`config.mk`:
```
export PLATFORM = sky130hd
export DESIGN_NAME = plgp_lut
export DESIGN_NICKNAME = d
export VERILOG_FILES = /design/src/hdl/plgp_pkg.sv /design/src/hdl/plgp_lut.sv
export SDC_FILE = /design/constraint.sdc
export NUM_CORES = 2
export LEC_CHECK = 0
export BUFFER_PORTS_ARGS = -buffer_cell sky130_fd_sc_hd__buf_2
export CAP_MARGIN = 0
export CELL_PAD_IN_SITES_DETAIL_PLACEMENT = 0
export CELL_PAD_IN_SITES_GLOBAL_PLACEMENT = 1
export CORE_UTILIZATION = 25
export DETAILED_ROUTE_END_ITERATION = 16
export PLACE_DENSITY = 0.43
export SYNTH_ARGS = -nofsm -noshare
export SYNTH_HDL_FRONTEND = slang
export SYNTH_SLANG_ARGS = --single-unit
export TNS_END_PERCENT = 100
```
`constraint.sdc`:
```
create_clock -name clk_i -period 4.9 [get_ports clk_i]
set_input_delay 1.47 -clock clk_i [delete_from_list [all_inputs] [get_ports clk_i]]
set_output_delay 1.47 -clock clk_i [all_outputs]
set_load 0.05 [all_outputs]
```
`src/hdl/plgp_pkg.sv`:
```
// Shared types, constants and elaboration-time helpers for the power-law gamma pixel unit.
`default_nettype none

package plgp_pkg;

  // Default full-scale pixel value.
  localparam int unsigned PIXEL_MAX_DEF = 255;

  // Fraction bits of the fixed-point log values.
  localparam int unsigned LOG_FRAC = 24;

  // Value 1.0 in the Q30 power format.
  localparam logic [30:0] ONE_Q30 = 31'h4000_0000;

  // Configuration port.
  localparam int unsigned CFG_IDX_W = 8;
  localparam logic [CFG_IDX_W-1:0] REG_GAIN     = 8'd0;
  localparam logic [CFG_IDX_W-1:0] REG_EXPONENT = 8'd1;
  localparam logic [15:0] GAIN_RST     = 16'd1024;
  localparam logic [15:0] EXPONENT_RST = 16'd1024;

  // Configuration register values handed to the table builder.
  typedef struct packed {
    logic [15:0] gain;
    logic [15:0] exponent;
  } plgp_cfg_t;

  // One table entry: clamp flag and corrected pixel.
  typedef struct packed {
    logic       clamped;
    logic [7:0] pixel;
  } plgp_ent_t;

  // Write request from the table builder into the result table.
  typedef struct packed {
    logic      we;
    logic [7:0] addr;
    plgp_ent_t  data;
  } plgp_wr_t;

  // Roots 2^(-2^-k) for k = 1 .. LOG_FRAC, in Q30.
  typedef logic [LOG_FRAC-1:0][29:0] plgp_root_tab_t;

  // Integer square root, evaluated at elaboration only.
  function automatic logic [63:0] isqrt64(input logic [63:0] x);
    logic [63:0] xv;
    logic [63:0] r;
    logic [63:0] b;
    xv = x;
    r  = '0;
    b  = 64'h4000_0000_0000_0000;
    for (int i = 0; i < 32; i++) begin
      if (xv >= r + b) begin
        xv = xv - (r + b);
        r  = (r >> 1) + b;
      end else begin
        r = r >> 1;
      end
      b = b >> 2;
    end
    return r;
  endfunction

  // Builds the table of roots by repeated square roots, at elaboration only.
  function automatic plgp_root_tab_t build_roots();
    plgp_root_tab_t tab;
    logic [63:0]    s;
    s = 64'h2000_0000;
    for (int k = 0; k < LOG_FRAC; k++) begin
      s = isqrt64(s << 30);
      tab[k] = s[29:0];
    end
    return tab;
  endfunction

  localparam plgp_root_tab_t ROOT_TAB = build_roots();

  // log2 of x (1 .. 65535) as unsigned Q4.24, evaluated at elaboration only.
  function automatic logic [27:0] log2_q24(input logic [31:0] x);
    logic [4:0]  n;
    logic [63:0] m;
    logic [27:0] res;
    n = '0;
    for (int i = 1; i < 32; i++) begin
      if ((x >> i) != 32'd0) begin
        n = 5'(i);
      end
    end
    m   = 64'(x) << (5'd30 - n);
    res = {n[3:0], 24'd0};
    for (int i = LOG_FRAC - 1; i >= 0; i--) begin
      m = (m * m) >> 30;
      if (m >= 64'h8000_0000) begin
        m      = m >> 1;
        res[i] = 1'b1;
      end
    end
    return res;
  endfunction

endpackage

`default_nettype wire

```
`src/hdl/plgp_lut.sv`:
```
// Result table memory with the pixel request path and its output stages.
`default_nettype none

module plgp_lut (
  input  wire                clk_i,
  input  wire                rst_ni,
  input  plgp_pkg::plgp_wr_t wr_i,
  input  wire                busy_i,
  input  wire                in_valid_i,
  input  wire  [7:0]         in_pixel_i,
  output logic               in_stall_o,
  output logic               out_valid_o,
  input  wire                out_stall_i,
  output logic [7:0]         out_pixel_o,
  output logic               clamped_o
);

  plgp_pkg::plgp_ent_t mem_q [256];
  plgp_pkg::plgp_ent_t rd_q;
  plgp_pkg::plgp_ent_t out_q;
  logic                s1_valid_q;
  logic                out_valid_q;
  logic                s2_free;
  logic                s1_adv;
  logic                rd_en;

  // Handshake: the read stage and the output register form a two-deep queue.
  assign s2_free    = ~out_valid_q | ~out_stall_i;
  assign s1_adv     = s1_valid_q & s2_free;
  assign in_stall_o = busy_i | (s1_valid_q & ~s1_adv);
  assign rd_en      = in_valid_i & ~in_stall_o;

  // Table writes from the builder.
  always_ff @(posedge clk_i) begin
    if (wr_i.we) begin
      mem_q[wr_i.addr] <= wr_i.data;
    end
  end

  // Registered table read for each accepted request.
  always_ff @(posedge clk_i) begin
    if (rd_en) begin
      rd_q <= mem_q[in_pixel_i];
    end
  end

  // Output register payload.
  always_ff @(posedge clk_i) begin
    if (s1_adv) begin
      out_q <= rd_q;
    end
  end

  // Stage valid bits.
  always_ff @(posedge clk_i or negedge rst_ni) begin
    if (!rst_ni) begin
      s1_valid_q  <= 1'b0;
      out_valid_q <= 1'b0;
    end else begin
      s1_valid_q <= rd_en | (s1_valid_q & ~s1_adv);
      if (s2_free) begin
        out_valid_q <= s1_valid_q;
      end
    end
  end

  assign out_valid_o = out_valid_q;
  assign out_pixel_o = out_q.pixel;
  assign clamped_o   = out_q.clamped;

  // The table is never read in a cycle in which the builder writes it.
  a_no_overlap: assert property (@(posedge clk_i) disable iff (!rst_ni)
    wr_i.we |-> !rd_en)
    else $error("table read while it is being rebuilt");

endmodule

`default_nettype wire

```
==> impl_metrics.prom <==
# TYPE chip_impl_metric gauge
chip_impl_info{name="run_status",value="finished clean"} 1
chip_impl_metric{name="route.antenna.remaining_nets",unit=""} 0
chip_impl_metric{name="post_synthesis_average_cell_area",unit="um^2"} 21.88
chip_impl_info{name="critical_path.endpoint_type",value="register"} 1
chip_impl_metric{name="clk-insertion-delay-late",unit="ns"} 0.92
chip_impl_metric{name="instances_no_fill",unit=""} 9669
chip_impl_metric{name="pwr_density_cell",unit="nW/um^2"} 406.3
chip_impl_metric{name="seq_area",unit="um^2"} 69780
chip_impl_metric{name="num_vias",unit=""} 44230
chip_impl_metric{name="layout_min_cycle_time",unit="ns"} 4.221
chip_impl_metric{name="clockBufferDepth",unit=""} 4
chip_impl_metric{name="htree_num_levels",unit=""} 5
chip_impl_metric{name="sink_count",unit=""} 2324
chip_impl_metric{name="number_of_global_route_vias_before_repair",unit=""} 46190
chip_impl_metric{name="fmax",unit="GHz"} 0.2369
chip_impl_info{name="synthFlopType",value="sky130_fd_sc_hd__edfxtp_1"} 1
chip_impl_metric{name="placedInstanceArea",unit="um^2"} 99200
chip_impl_metric{name="cts_buffers",unit=""} 273
chip_impl_metric{name="io_buffer_count",unit=""} 41
chip_impl_metric{name="holdBufCountCts",unit=""} 0
chip_impl_metric{name="groute.layer.met1.usage",unit=""} 0.2028
chip_impl_metric{name="timing_worst_slew_pin_value",unit="ns"} 1.090
chip_impl_metric{name="synth-seq-area-share",unit=""} 0.7756
chip_impl_metric{name="grt_max_degree",unit=""} 118
chip_impl_metric{name="floorplan.die.height",unit="um"} 601.9
chip_impl_metric{name="floorplan.die.width",unit="um"} 601.9
chip_impl_metric{name="finish.net_count",unit=""} 4728
chip_impl_metric{name="post-cts-setup-buffers",unit=""} 0
chip_impl_metric{name="area_overhead_vs_synth",unit="%"} 19.69
chip_impl_metric{name="multi_input_area",unit="um^2"} 18580
chip_impl_metric{name="remaining_drc_errors",unit=""} 0
chip_impl_info{name="layout.cells.most_common",value="sky130_fd_sc_hd__edfxtp_1"} 1
chip_impl_metric{name="gpl.final_weighted_congestion",unit=""} 0.7559
chip_impl_info{name="hold_class",value="in2async"} 1
chip_impl_metric{name="grt.total_usage",unit=""} 0.1492
chip_impl_metric{name="synth.distinct_cells",unit=""} 59
chip_impl_metric{name="synthesized_instance_count",unit=""} 4112
chip_impl_metric{name="synth_enable_flop_cells",unit=""} 2322
chip_impl_metric{name="reg2reg_depth",unit=""} 7
chip_impl_metric{name="synth_seq_cells",unit=""} 2324
chip_impl_metric{name="groute.layer.met2.usage",unit=""} 0.2530
chip_impl_metric{name="worst_ir_drop_vdd",unit="uV"} 281.2
chip_impl_metric{name="io_pins",unit=""} 42
chip_impl_metric{name="power.leakage",unit="nW"} 33.71
chip_impl_metric{name="post_synth_instance_area",unit="um^2"} 89960
chip_impl_metric{name="grt.met3_usage",unit=""} 0.02176
chip_impl_metric{name="synth_fp_nets",unit=""} 4143
chip_impl_metric{name="max_cap_violations",unit=""} 0
chip_impl_metric{name="relSlewSlack",unit=""} 0.2731
chip_impl_metric{name="finished_core_util",unit=""} 0.3016
chip_impl_metric{name="pwr-share-clk",unit=""} 0.446
chip_impl_metric{name="floorplan.initialDensity",unit=""} 0.2520
chip_impl_metric{name="ys_warn_count",unit=""} 0
chip_impl_metric{name="power.share.sequential",unit=""} 0.502
chip_impl_metric{name="worst-endpoint-arrival",unit="ns"} 4.83
chip_impl_metric{name="comb_power_share",unit=""} 0.052
chip_impl_metric{name="worst_clock_skew",unit="ns"} 0.07188
chip_impl_metric{name="finalSetupViolCount",unit=""} 0
chip_impl_info{name="clock_tree.root_cell",value="sky130_fd_sc_hd__clkbuf_16"} 1
chip_impl_metric{name="clkSlewWorstSetupHoldPaths",unit="ns"} 0.06
chip_impl_metric{name="numPlacedInstances",unit=""} 9173
chip_impl_metric{name="layout-drive-gt1-share",unit=""} 0.3057
chip_impl_info{name="timing_worst_setup_path_type",value="in2reg"} 1
chip_impl_metric{name="slew_viol_final",unit=""} 0
chip_impl_info{name="layout.cells.most_common_list",value="2,322 x sky130_fd_sc_hd__edfxtp_1, 524 x sky130_fd_sc_hd__mux4_2, 479 x sky130_fd_sc_hd__buf_4, 279 x sky130_fd_sc_hd__clkbuf_16, 275 x sky130_fd_sc_hd__nor2_1"} 1
chip_impl_metric{name="grt_remaining_overflow",unit=""} 0
chip_impl_info{name="launching_element_type_of_the_critical_path",value="primary input"} 1
chip_impl_metric{name="drt-wirelength-per-cell",unit="um"} 28.39
chip_impl_metric{name="first_pass_grt_wire_length",unit="mm"} 381.2
chip_impl_metric{name="power_switching_share",unit=""} 0.2216
chip_impl_metric{name="dp_hpwl",unit="mm"} 175.8
chip_impl_info{name="setup_repair_after_global_routing_missed_its_margin",value="no"} 1
chip_impl_metric{name="total_switching_power",unit="W"} 0.009693
chip_impl_metric{name="cts_resized",unit=""} 0
chip_impl_metric{name="final.setup.tns",unit="ns"} 0
chip_impl_metric{name="routed_wirelength",unit="mm"} 274.5
chip_impl_metric{name="p_int",unit="W"} 0.03405
chip_impl_metric{name="worst_path_fanout_max",unit=""} 21
chip_impl_metric{name="initialDrtViolationCount",unit=""} 3283
chip_impl_metric{name="dieArea",unit="um^2"} 362300
chip_impl_metric{name="routed_via_density",unit=""} 4.574
chip_impl_metric{name="fillers",unit=""} 34450
chip_impl_metric{name="hold_vio_cnt_final",unit=""} 0
chip_impl_metric{name="fin_crit_sh",unit=""} 0.8614
chip_impl_metric{name="grt_antenna_before_repair",unit=""} 21
chip_impl_metric{name="drt_first_pass_iters",unit=""} 7
chip_impl_metric{name="rows",unit=""} 219
chip_impl_metric{name="crit_required",unit="ns"} 5.51
chip_impl_metric{name="finalInstanceArea",unit="um^2"} 107700
chip_impl_metric{name="core_area",unit="um^2"} 357000
chip_impl_info{name="globalRoute.busiestLayer",value="met2"} 1
chip_impl_info{name="tritoncts",value="yes"} 1
chip_impl_metric{name="async_set_reset_flop_share_out_of_synthesis",unit=""} 0.0008606
final cells by class:
cell class	count	share of cell area
tap	4751	0.05521
inverter	6	0.0002092
antenna	8	0.0001859
timing repair buffer	566	0.04530
clock inverter	148	0.01155
clock buffer	340	0.06697
sequential	2324	0.6480
multi-input combinational	1526	0.1725
worst max-delay path: stages:
cell                        delay [ns]
sky130_fd_sc_hd__buf_8            0.33
sky130_fd_sc_hd__buf_4            0.49
sky130_fd_sc_hd__mux4_2           0.60
sky130_fd_sc_hd__a2111oi_0        0.53
sky130_fd_sc_hd__buf_4            0.20
sky130_fd_sc_hd__a221oi_1         0.06
sky130_fd_sc_hd__a2111oi_0        0.82
sky130_fd_sc_hd__buf_4            0.24
sky130_fd_sc_hd__nor4_1           0.05
logic make-up (layout without fill, tap and decap cells):
logic type	after synthesis	in the layout	share of synthesized area
DFF	2324	2324	0.7756
muxes	696	696	0.1521
and+or+nand+nor	444	444	0.02161
AOI/OAI and AO/OA	386	386	0.03172
buffers and inverters	262	1060	0.01896
other	0	8	0
worst paths after layout:
path / start / end / slack [ns]
setup / recovery: in_pixel_i[0] / rd_q[3] / 0.68
hold / removal: rst_ni / s1_valid_q / 0.38
setup reg to reg: mem_q[157][3] / rd_q[3] / 1.60
hold reg to reg: rd_q[3] / out_pixel_o[3] / 0.43
max in group asynchronous: rst_ni / out_valid_o / 4.43
min in group clk_i: rd_q[3] / out_pixel_o[3] / 0.43
cell usage after synthesis (all sizes together), types with 5 or more instances:
| library cell | count | area, um^2 |
|---|---|---|
| a21oi | 60 | 300.3 |
| mux2i | 152 | 1521 |
| a21o | 5 | 37.54 |
| o22ai | 38 | 237.7 |
| a211oi | 31 | 247.7 |
| edfxtp | 2322 | 69730 |
| nor2b | 23 | 143.9 |
| clkbuf | 110 | 436.7 |
| a22oi | 72 | 540.5 |
| a2111oi | 5 | 45.04 |
| mux2 | 11 | 123.9 |
| nand3 | 28 | 140.1 |
| o21ai | 25 | 125.1 |
| a22o | 38 | 332.8 |
| inv | 6 | 22.52 |
| o221ai | 47 | 411.6 |
| nor4 | 12 | 75.07 |
| nand4 | 9 | 56.30 |
| buf | 142 | 1210 |
| a221oi | 47 | 424.2 |
| mux4 | 533 | 12040 |
| nand2 | 41 | 153.9 |
| nor3 | 17 | 85.08 |
| nand2b | 10 | 62.56 |
| and2 | 9 | 57.56 |
| nor2 | 279 | 1047 |
| o311ai | 5 | 43.79 |
state kept, by name, summed over array words and instances (netlist names):
| name | flops |
|---|---|
| clamped_o | 1 |
| rd_q | 9 |
| s1_valid_q | 1 |
| out_pixel_o | 8 |
| mem_q | 2304 |
| out_valid_o | 1 |
power groups by stage:
stage / logic (W) / clock network (W) / registers [W]
2_1_floorplan: 0.00108 / 0 / 0.0224
4_1_cts: 0.00236 / 0.0201 / 0.0220
5_1_grt: 0.00242 / 0.0208 / 0.0220
3_5_place_dp: 0.00236 / 0 / 0.0224
3_3_place_gp: 0.00234 / 0 / 0.0224
6_report: 0.00228 / 0.0195 / 0.0220
per-layer routing:
| layer | share of wire | up-vias | routed length (um) |
|---|---|---|---|
| met3 | 0.041 | 308 | 11370 |
| li1 | - | 18620 | - |
| met2 | 0.49 | 1006 | 135500 |
| met1 | 0.44 | 24290 | 122100 |
| met4 | 0.020 | 0 | 5472 |
| met5 | 0 | - | 0 |
stage by stage:
| step | worst slack [ns] | total power, W | hold WS, ns |
|---|---|---|---|
| after floorplan | 1.272 | 0.02347 | 0.4003 |
| after global placement | -0.3582 | 0.02472 | 0.4133 |
| after detailed placement | -0.3025 | 0.02474 | 0.4108 |
| after CTS | 0.6740 | 0.04441 | 0.2991 |
| after global routing | 0.5575 | 0.04517 | 0.3260 |
| final | 0.6789 | 0.04374 | 0.3795 |
Note: power is estimated with default switching activity, not from simulation.
