### config.mk
export PLATFORM = sky130hd
export DESIGN_NAME = plgp_build
export DESIGN_NICKNAME = d
export VERILOG_FILES = /design/src/hdl/plgp_pkg.sv /design/src/hdl/plgp_build.sv
export SDC_FILE = /design/constraint.sdc
export NUM_CORES = 2
export LEC_CHECK = 0
export BUFFER_PORTS_ARGS = -buffer_cell sky130_fd_sc_hd__buf_2
export CAP_MARGIN = 30
export CORE_MARGIN = 5
export CORE_UTILIZATION = 70
export CTS_CLUSTER_DIAMETER = 100
export DETAILED_ROUTE_END_ITERATION = 8
export PLACE_DENSITY_LB_ADDON = 0.05
export SETUP_SLACK_MARGIN = 0.3
export SLEW_MARGIN = 20
export SYNTH_ARGS = -nofsm -noshare
export SYNTH_HDL_FRONTEND = slang
export SYNTH_SLANG_ARGS = --single-unit
### constraint.sdc
create_clock -name clk_i -period 31.5 [get_ports clk_i]
set_input_delay 3.15 -clock clk_i [delete_from_list [all_inputs] [get_ports clk_i]]
set_output_delay 3.15 -clock clk_i [all_outputs]
set_load 0.05 [all_outputs]
### src/hdl/plgp_pkg.sv
// Shared types, constants and elaboration-time helpers for the power-law gamma pixel unit.
`default_nettype none

package plgp_pkg;

  // Default full-scale pixel value.
  localparam int unsigned PIXEL_MAX_DEF = 255;

  // Fraction bits of the fixed-point log values.
  localparam int unsigned LOG_FRAC = 24;

  // Value 1.0 in the Q30 power format.
  localparam logic [30:0] ONE_Q30 = 31'h4000_0000;

  // Configuration port.
  localparam int unsigned CFG_IDX_W = 8;
  localparam logic [CFG_IDX_W-1:0] REG_GAIN     = 8'd0;
  localparam logic [CFG_IDX_W-1:0] REG_EXPONENT = 8'd1;
  localparam logic [15:0] GAIN_RST     = 16'd1024;
  localparam logic [15:0] EXPONENT_RST = 16'd1024;

  // Configuration register values handed to the table builder.
  typedef struct packed {
    logic [15:0] gain;
    logic [15:0] exponent;
  } plgp_cfg_t;

  // One table entry: clamp flag and corrected pixel.
  typedef struct packed {
    logic       clamped;
    logic [7:0] pixel;
  } plgp_ent_t;

  // Write request from the table builder into the result table.
  typedef struct packed {
    logic      we;
    logic [7:0] addr;
    plgp_ent_t  data;
  } plgp_wr_t;

  // Roots 2^(-2^-k) for k = 1 .. LOG_FRAC, in Q30.
  typedef logic [LOG_FRAC-1:0][29:0] plgp_root_tab_t;

  // Integer square root, evaluated at elaboration only.
  function automatic logic [63:0] isqrt64(input logic [63:0] x);
    logic [63:0] xv;
    logic [63:0] r;
    logic [63:0] b;
    xv = x;
    r  = '0;
    b  = 64'h4000_0000_0000_0000;
    for (int i = 0; i < 32; i++) begin
      if (xv >= r + b) begin
        xv = xv - (r + b);
        r  = (r >> 1) + b;
      end else begin
        r = r >> 1;
      end
      b = b >> 2;
    end
    return r;
  endfunction

  // Builds the table of roots by repeated square roots, at elaboration only.
  function automatic plgp_root_tab_t build_roots();
    plgp_root_tab_t tab;
    logic [63:0]    s;
    s = 64'h2000_0000;
    for (int k = 0; k < LOG_FRAC; k++) begin
      s = isqrt64(s << 30);
      tab[k] = s[29:0];
    end
    return tab;
  endfunction

  localparam plgp_root_tab_t ROOT_TAB = build_roots();

  // log2 of x (1 .. 65535) as unsigned Q4.24, evaluated at elaboration only.
  function automatic logic [27:0] log2_q24(input logic [31:0] x);
    logic [4:0]  n;
    logic [63:0] m;
    logic [27:0] res;
    n = '0;
    for (int i = 1; i < 32; i++) begin
      if ((x >> i) != 32'd0) begin
        n = 5'(i);
      end
    end
    m   = 64'(x) << (5'd30 - n);
    res = {n[3:0], 24'd0};
    for (int i = LOG_FRAC - 1; i >= 0; i--) begin
      m = (m * m) >> 30;
      if (m >= 64'h8000_0000) begin
        m      = m >> 1;
        res[i] = 1'b1;
      end
    end
    return res;
  endfunction

endpackage

`default_nettype wire

### src/hdl/plgp_build.sv
// Table builder: computes the corrected value of every pixel code on one shared multiplier.
`default_nettype none

module plgp_build #(
  parameter int unsigned PIXEL_MAX = plgp_pkg::PIXEL_MAX_DEF
) (
  input  wire                 clk_i,
  input  wire                 rst_ni,
  input  plgp_pkg::plgp_cfg_t cfg_i,
  input  wire                 restart_i,
  output plgp_pkg::plgp_wr_t  wr_o,
  output logic                busy_o
);

  localparam logic [15:0] PM16    = 16'(PIXEL_MAX);
  localparam logic [31:0] PM32    = 32'(PIXEL_MAX);
  localparam logic [27:0] LOG_MAX = plgp_pkg::log2_q24(PM32);
  localparam logic [4:0]  LAST    = 5'(plgp_pkg::LOG_FRAC - 1);
  localparam logic [63:0] HALF_40 = 64'h0000_0080_0000_0000;

  typedef enum logic [7:0] {
    ST_IDLE  = 8'b0000_0001,
    ST_GP    = 8'b0000_0010,
    ST_INIT  = 8'b0000_0100,
    ST_LOG   = 8'b0000_1000,
    ST_MULE  = 8'b0001_0000,
    ST_EXP   = 8'b0010_0000,
    ST_SHIFT = 8'b0100_0000,
    ST_FIN   = 8'b1000_0000
  } plgp_state_e;

  plgp_state_e state_q, state_d;
  logic [7:0]  addr_q, addr_d;
  logic [4:0]  cnt_q, cnt_d;
  logic [31:0] gp_q, gp_d;
  logic [30:0] m_q, m_d;
  logic [2:0]  n_q, n_d;
  logic [23:0] lfr_q, lfr_d;
  logic [23:0] fr_q, fr_d;
  logic [9:0]  ip_q, ip_d;
  logic [30:0] v_q, v_d;
  logic [30:0] pw_q, pw_d;

  logic [31:0] mul_a, mul_b;
  logic [63:0] mul_p;
  logic [7:0]  pc;
  logic [2:0]  n_init;
  logic [30:0] m_init;
  logic [27:0] d;
  logic [31:0] sq;
  logic [43:0] e_sum;
  logic [63:0] r_sum;
  logic [23:0] res;
  logic        clamp;

  // Pixel code clipped to full scale and its normalized mantissa.
  always_comb begin
    pc = ({8'd0, addr_q} > PM16) ? PM16[7:0] : addr_q;
    n_init = '0;
    for (int i = 0; i < 8; i++) begin
      if (pc[i]) begin
        n_init = 3'(i);
      end
    end
    m_init = 31'(pc) << (5'd30 - {2'b00, n_init});
  end

  // Log distance from full scale.
  assign d = LOG_MAX - {1'b0, n_q, lfr_q};

  // Operand selection for the shared multiplier.
  always_comb begin
    mul_a = '0;
    mul_b = '0;
    case (state_q)
      ST_GP: begin
        mul_a = {16'd0, cfg_i.gain};
        mul_b = PM32;
      end
      ST_LOG: begin
        mul_a = {1'b0, m_q};
        mul_b = {1'b0, m_q};
      end
      ST_MULE: begin
        mul_a = {4'd0, d};
        mul_b = {16'd0, cfg_i.exponent};
      end
      ST_EXP: begin
        mul_a = {1'b0, v_q};
        mul_b = {2'b00, plgp_pkg::ROOT_TAB[cnt_q]};
      end
      ST_FIN: begin
        mul_a = {1'b0, pw_q};
        mul_b = gp_q;
      end
      default: begin
        mul_a = '0;
        mul_b = '0;
      end
    endcase
  end

  assign mul_p = 64'(mul_a) * 64'(mul_b);

  // Derived views of the product.
  assign sq    = mul_p[61:30];
  assign e_sum = mul_p[43:0] + 44'd512;
  assign r_sum = mul_p + HALF_40;
  assign res   = r_sum[63:40];
  assign clamp = res > {8'd0, PM16};

  // Sequencer and datapath next values.
  always_comb begin
    state_d = state_q;
    addr_d  = addr_q;
    cnt_d   = cnt_q;
    gp_d    = gp_q;
    m_d     = m_q;
    n_d     = n_q;
    lfr_d   = lfr_q;
    fr_d    = fr_q;
    ip_d    = ip_q;
    v_d     = v_q;
    pw_d    = pw_q;
    wr_o.we            = 1'b0;
    wr_o.addr          = addr_q;
    wr_o.data.clamped  = clamp;
    wr_o.data.pixel    = clamp ? PM16[7:0] : res[7:0];
    case (state_q)
      ST_IDLE: begin
        state_d = ST_IDLE;
      end
      ST_GP: begin
        gp_d    = mul_p[31:0];
        addr_d  = '0;
        state_d = ST_INIT;
      end
      ST_INIT: begin
        if (cfg_i.exponent == 16'd0) begin
          pw_d    = plgp_pkg::ONE_Q30;
          state_d = ST_FIN;
        end else if (pc == 8'd0) begin
          pw_d    = '0;
          state_d = ST_FIN;
        end else begin
          m_d     = m_init;
          n_d     = n_init;
          lfr_d   = '0;
          cnt_d   = '0;
          state_d = ST_LOG;
        end
      end
      ST_LOG: begin
        m_d   = sq[31] ? sq[31:1] : sq[30:0];
        lfr_d = {lfr_q[22:0], sq[31]};
        cnt_d = cnt_q + 5'd1;
        if (cnt_q == LAST) begin
          state_d = ST_MULE;
        end
      end
      ST_MULE: begin
        ip_d    = e_sum[43:34];
        fr_d    = e_sum[33:10];
        v_d     = plgp_pkg::ONE_Q30;
        cnt_d   = '0;
        state_d = ST_EXP;
      end
      ST_EXP: begin
        if (fr_q[23]) begin
          v_d = mul_p[60:30];
        end
        fr_d  = {fr_q[22:0], 1'b0};
        cnt_d = cnt_q + 5'd1;
        if (cnt_q == LAST) begin
          state_d = ST_SHIFT;
        end
      end
      ST_SHIFT: begin
        pw_d    = (ip_q >= 10'd31) ? '0 : (v_q >> ip_q[4:0]);
        state_d = ST_FIN;
      end
      ST_FIN: begin
        wr_o.we = 1'b1;
        if (addr_q == 8'hFF) begin
          state_d = ST_IDLE;
        end else begin
          addr_d  = addr_q + 8'd1;
          state_d = ST_INIT;
        end
      end
      default: begin
        state_d = ST_IDLE;
      end
    endcase
    // A register write starts the table over.
    if (restart_i) begin
      state_d = ST_GP;
    end
  end

  assign busy_o = (state_q != ST_IDLE);

  // Control registers.
  always_ff @(posedge clk_i or negedge rst_ni) begin
    if (!rst_ni) begin
      state_q <= ST_GP;
      addr_q  <= '0;
      cnt_q   <= '0;
    end else begin
      state_q <= state_d;
      addr_q  <= addr_d;
      cnt_q   <= cnt_d;
    end
  end

  // Datapath registers.
  always_ff @(posedge clk_i) begin
    gp_q  <= gp_d;
    m_q   <= m_d;
    n_q   <= n_d;
    lfr_q <= lfr_d;
    fr_q  <= fr_d;
    ip_q  <= ip_d;
    v_q   <= v_d;
    pw_q  <= pw_d;
  end

  // A register write always restarts the sweep at the gain product.
  a_restart: assert property (@(posedge clk_i) disable iff (!rst_ni)
    restart_i |=> state_q == ST_GP)
    else $error("builder did not restart after a register write");

  // The squared mantissa stays normalized to [1, 2) during the log steps.
  a_log_norm: assert property (@(posedge clk_i) disable iff (!rst_ni)
    state_q == ST_LOG |-> m_q[30])
    else $error("log mantissa lost normalization");

  // The running power never exceeds 1.0.
  a_pow_bound: assert property (@(posedge clk_i) disable iff (!rst_ni)
    state_q == ST_EXP |-> v_q <= plgp_pkg::ONE_Q30)
    else $error("power value exceeded one");

endmodule

`default_nettype wire

==> key figures <==
Layout
  – Layout cell share with drive strength beyond 1: 0.06346
  – Fin cells: 6085
  – Area Growth Syn to Fin: 4.282%
  – Filler Cell Count: 5021
  – Total Nets Final: 6379
  – Most common cell after layout, fill and taps aside: inv_1
  – Commonest non-fill, non-tap cells in the layout: 957 x inv_1, 867 x fa_1, 852 x nand2_1

Power
  – Peak supply drop: 0.03840 mV
  – Power Total: 0.7569 mW
  – LEAKAGE: 22.04 nW
  – Pwr dens: 15.68 nW/um2

Yosys
  – Synthesized area: 46280 um2
  – Post-synthesis sequential area ratio: 0.1321
  – Count of different cell masters after synthesis: 101
  – Yosys top cell area share: 0.3750
  – Syn_nets: 6494
  – Largest area contributor in the netlist: fa_1
  – Synth Register Bits: 207
  – Synth Instances: 5316
  – Ys flop type: edfxtp_1
  – YS warnings: 0
  – Post-synth EDFFs: 186
  – Mean Syn Cell Area: 8.706 um2
  – Post-synth ARST share: 0.1014
  – Main area contributors after synthesis: fa_1 38%, edfxtp_1 12%, inv_1 7.8%

Floorplan
  – Die Y: 267.1 um
  – Core outline area: 65630 um2
  – Row cnt: 94
  – Width of the die: 267.1 um
  – Initial core utilization: 0.7052
  – I/O pins: 54
  – Die Area: 71360 um2

Global routing
  – First-pass GRT wire length: 237.7 mm
  – Total track usage: 0.4405
  – GRT Residual Overflow: 0
  – Antenna violations before repair: 4
  – Vias in the first global route: 39943
  – Largest net degree at the start of global routing: 82

STA
  – Slew @ Worst Pin: 1085 ps
  – RSZ-0062 raised after global routing: no
  – Final Hold Vio Count: 0
  – Max_slew headroom: 0.2740
  – Max-slew violations: 0
  – Skew final: 14.07 ps
  – Fmax: 0.05816 GHz
  – Post-layout min period: 17200 ps
  – Hold Worst Slack: 527.3 ps
  – Total negative slack: 0 ps
  – Final setup viols: 0
  – Tcrit/Tclk final: 0.5459

Route
  – DRT antenna net count: 0
  – DR WL met2: 66.43 mm
  – Via Count: 39335
  – Top sig layer: met5
  – Starting DRT DRC Count: 4974
  – M1 WL: 56.24 mm
  – DR WL met3: 22.45 mm
  – Routed length per instance: 25.53 um
  – Final WL: 155.3 mm
  – DRC: 0
  – Via-to-Cell Ratio: 6.464
  – Drt pass-1 iters: 6

CTS
  – TritonCTS buffer count: 22
  – Post-cts resize count: 0
  – Maximum clock insertion buffer count: 3
  – CTS H-tree lvls: 1
  – Clock sinks: 207
  – CTS tree: done
  – Post-CTS Hold Fix Bufs: 0
  – Setup Fix Bufs, Post-CTS: 0
  – Reg clk slew, reported paths: 70 ps
  – Skew-Pair Late Insertion Delay: 520 ps
  – Clk root buf: clkbuf_16

Critical path
  – Worst path arrival time: 14050 ps
  – Cell family with most CP delay: adder cells
  – CP endpoint kind: output pin
  – Crit path launch: cfg_i[9]
  – Critical path type: input port to output pin
  – Crit path max fanout: 13
  – Largest stage delay on the critical path: 880 ps
  – R2r startpoint: state_q[6]
  – Buffers & Inverters on Critical Path: 8
  – Critical Path Start Type: input port
  – CP most frequent cell: fa_1
  – Crit path max-delay cell type: o41ai_1
  – Data required, critical path: 28350 ps

Placed design
  – IO buf count: 53
  – HPWL Detailed: 120.3 mm
  – GP Congestion: 1.080
  – Cells after DPL: 6036

Hold path
  – Min-delay worst type: flip-flop to flip-flop
  – Worst hold start: fr_q[19]

Run status
  – Status: completed

Flow run
  – Max-Cap Viols: 0
kinds of logic (layout without fill, tap and decap cells):
family                     Yosys count  in the layout  synth area share
and+or+nand+nor                   1821           1821            0.1694
buffers and inverters             1272           1172            0.1046
adders and majority gates         1143           1143            0.4496
AOI/OAI and AO/OA                  683            683           0.09992
DFF                                207            207            0.1321
xor gates and xnor gates           118            118           0.02274
muxes                               72             72           0.02165
other                                0              5                 0
flip-flops by register name, summed over array words and instances, names as in the netlist:
register,count
m_q,31
fr_q,24
ip_q,10
n_q,3
lfr_q,24
addr_q,8
pw_q,31
state_q,8
v_q,31
cnt_q,5
gp_q,32
per-layer routing:
| metal | up-vias | global-route usage |
|---|---|---|
| met4 | 6 | 0.2161 |
| met2 | 2838 | 0.6484 |
| met5 | - | 0.002703 |
| met3 | 561 | 0.1506 |
| met1 | 19388 | 0.5915 |
| li1 | 16542 | - |
synth_stat cells, types with 43 or more instances:
cell        n
inv_1     958
fa_1      867
nand2_1   855
nor2_1    581
ha_1      276
clkbuf_1  242
a21oi_1   188
edfxtp_1  186
o21ai_0    96
and2_1     80
xnor2_1    75
nand3_1    60
nand4_1    46
nor3_1     43
cell type report:
| type | count | area, um2 | share of cell area |
|---|---|---|---|
| diodes | 5 | 12.51 | 0.0002592 |
| flip-flops and latches | 207 | 6112 | 0.1266 |
| well taps | 864 | 1081 | 0.02240 |
| clock inverters | 10 | 91.34 | 0.001892 |
| multi-input cells | 3837 | 35540 | 0.7364 |
| clock buffers | 29 | 598.1 | 0.01239 |
| inverters | 961 | 3607 | 0.07474 |
| repair buffers | 172 | 1219 | 0.02525 |
report_power, final:
part	switching (mW)	internal [mW]
Combinational	0.128	0.0545
Clock	0.111	0.149
Sequential	0.00729	0.307
per-stage QoR:
| step | setup WS, ps | cell area [um2] | util |
|---|---|---|---|
| after CTS | 14480 | 48200 | 0.7344 |
| after detailed placement | 14530 | 47510 | 0.7239 |
| final | 14300 | 48270 | 0.7354 |
| after global placement | 14660 | 47420 | 0.7225 |
| after global routing | 13780 | 48250 | 0.7352 |
| after floorplan | 15760 | 46280 | - |
worst paths after layout:
| kind | end | depth (start not counted) | slack, ps |
|---|---|---|---|
| max | wr_o[1] | 33 | 14300 |
| min | fr_q[20] | 2 | 530 |
| max reg2reg | ip_q[9] | 35 | 18580 |
| min reg2reg | fr_q[20] | 2 | 530 |
| max in group asynchronous | state_q[1] | 1 | 28510 |
| min in group asynchronous | addr_q[3] | 1 | 2620 |
worst min-delay path: stages (launching register included):
cell      delay [ps]
edfxtp_1         320
nand2_1           40
o21ai_0           50
Power figures use the tool's default switching activity.
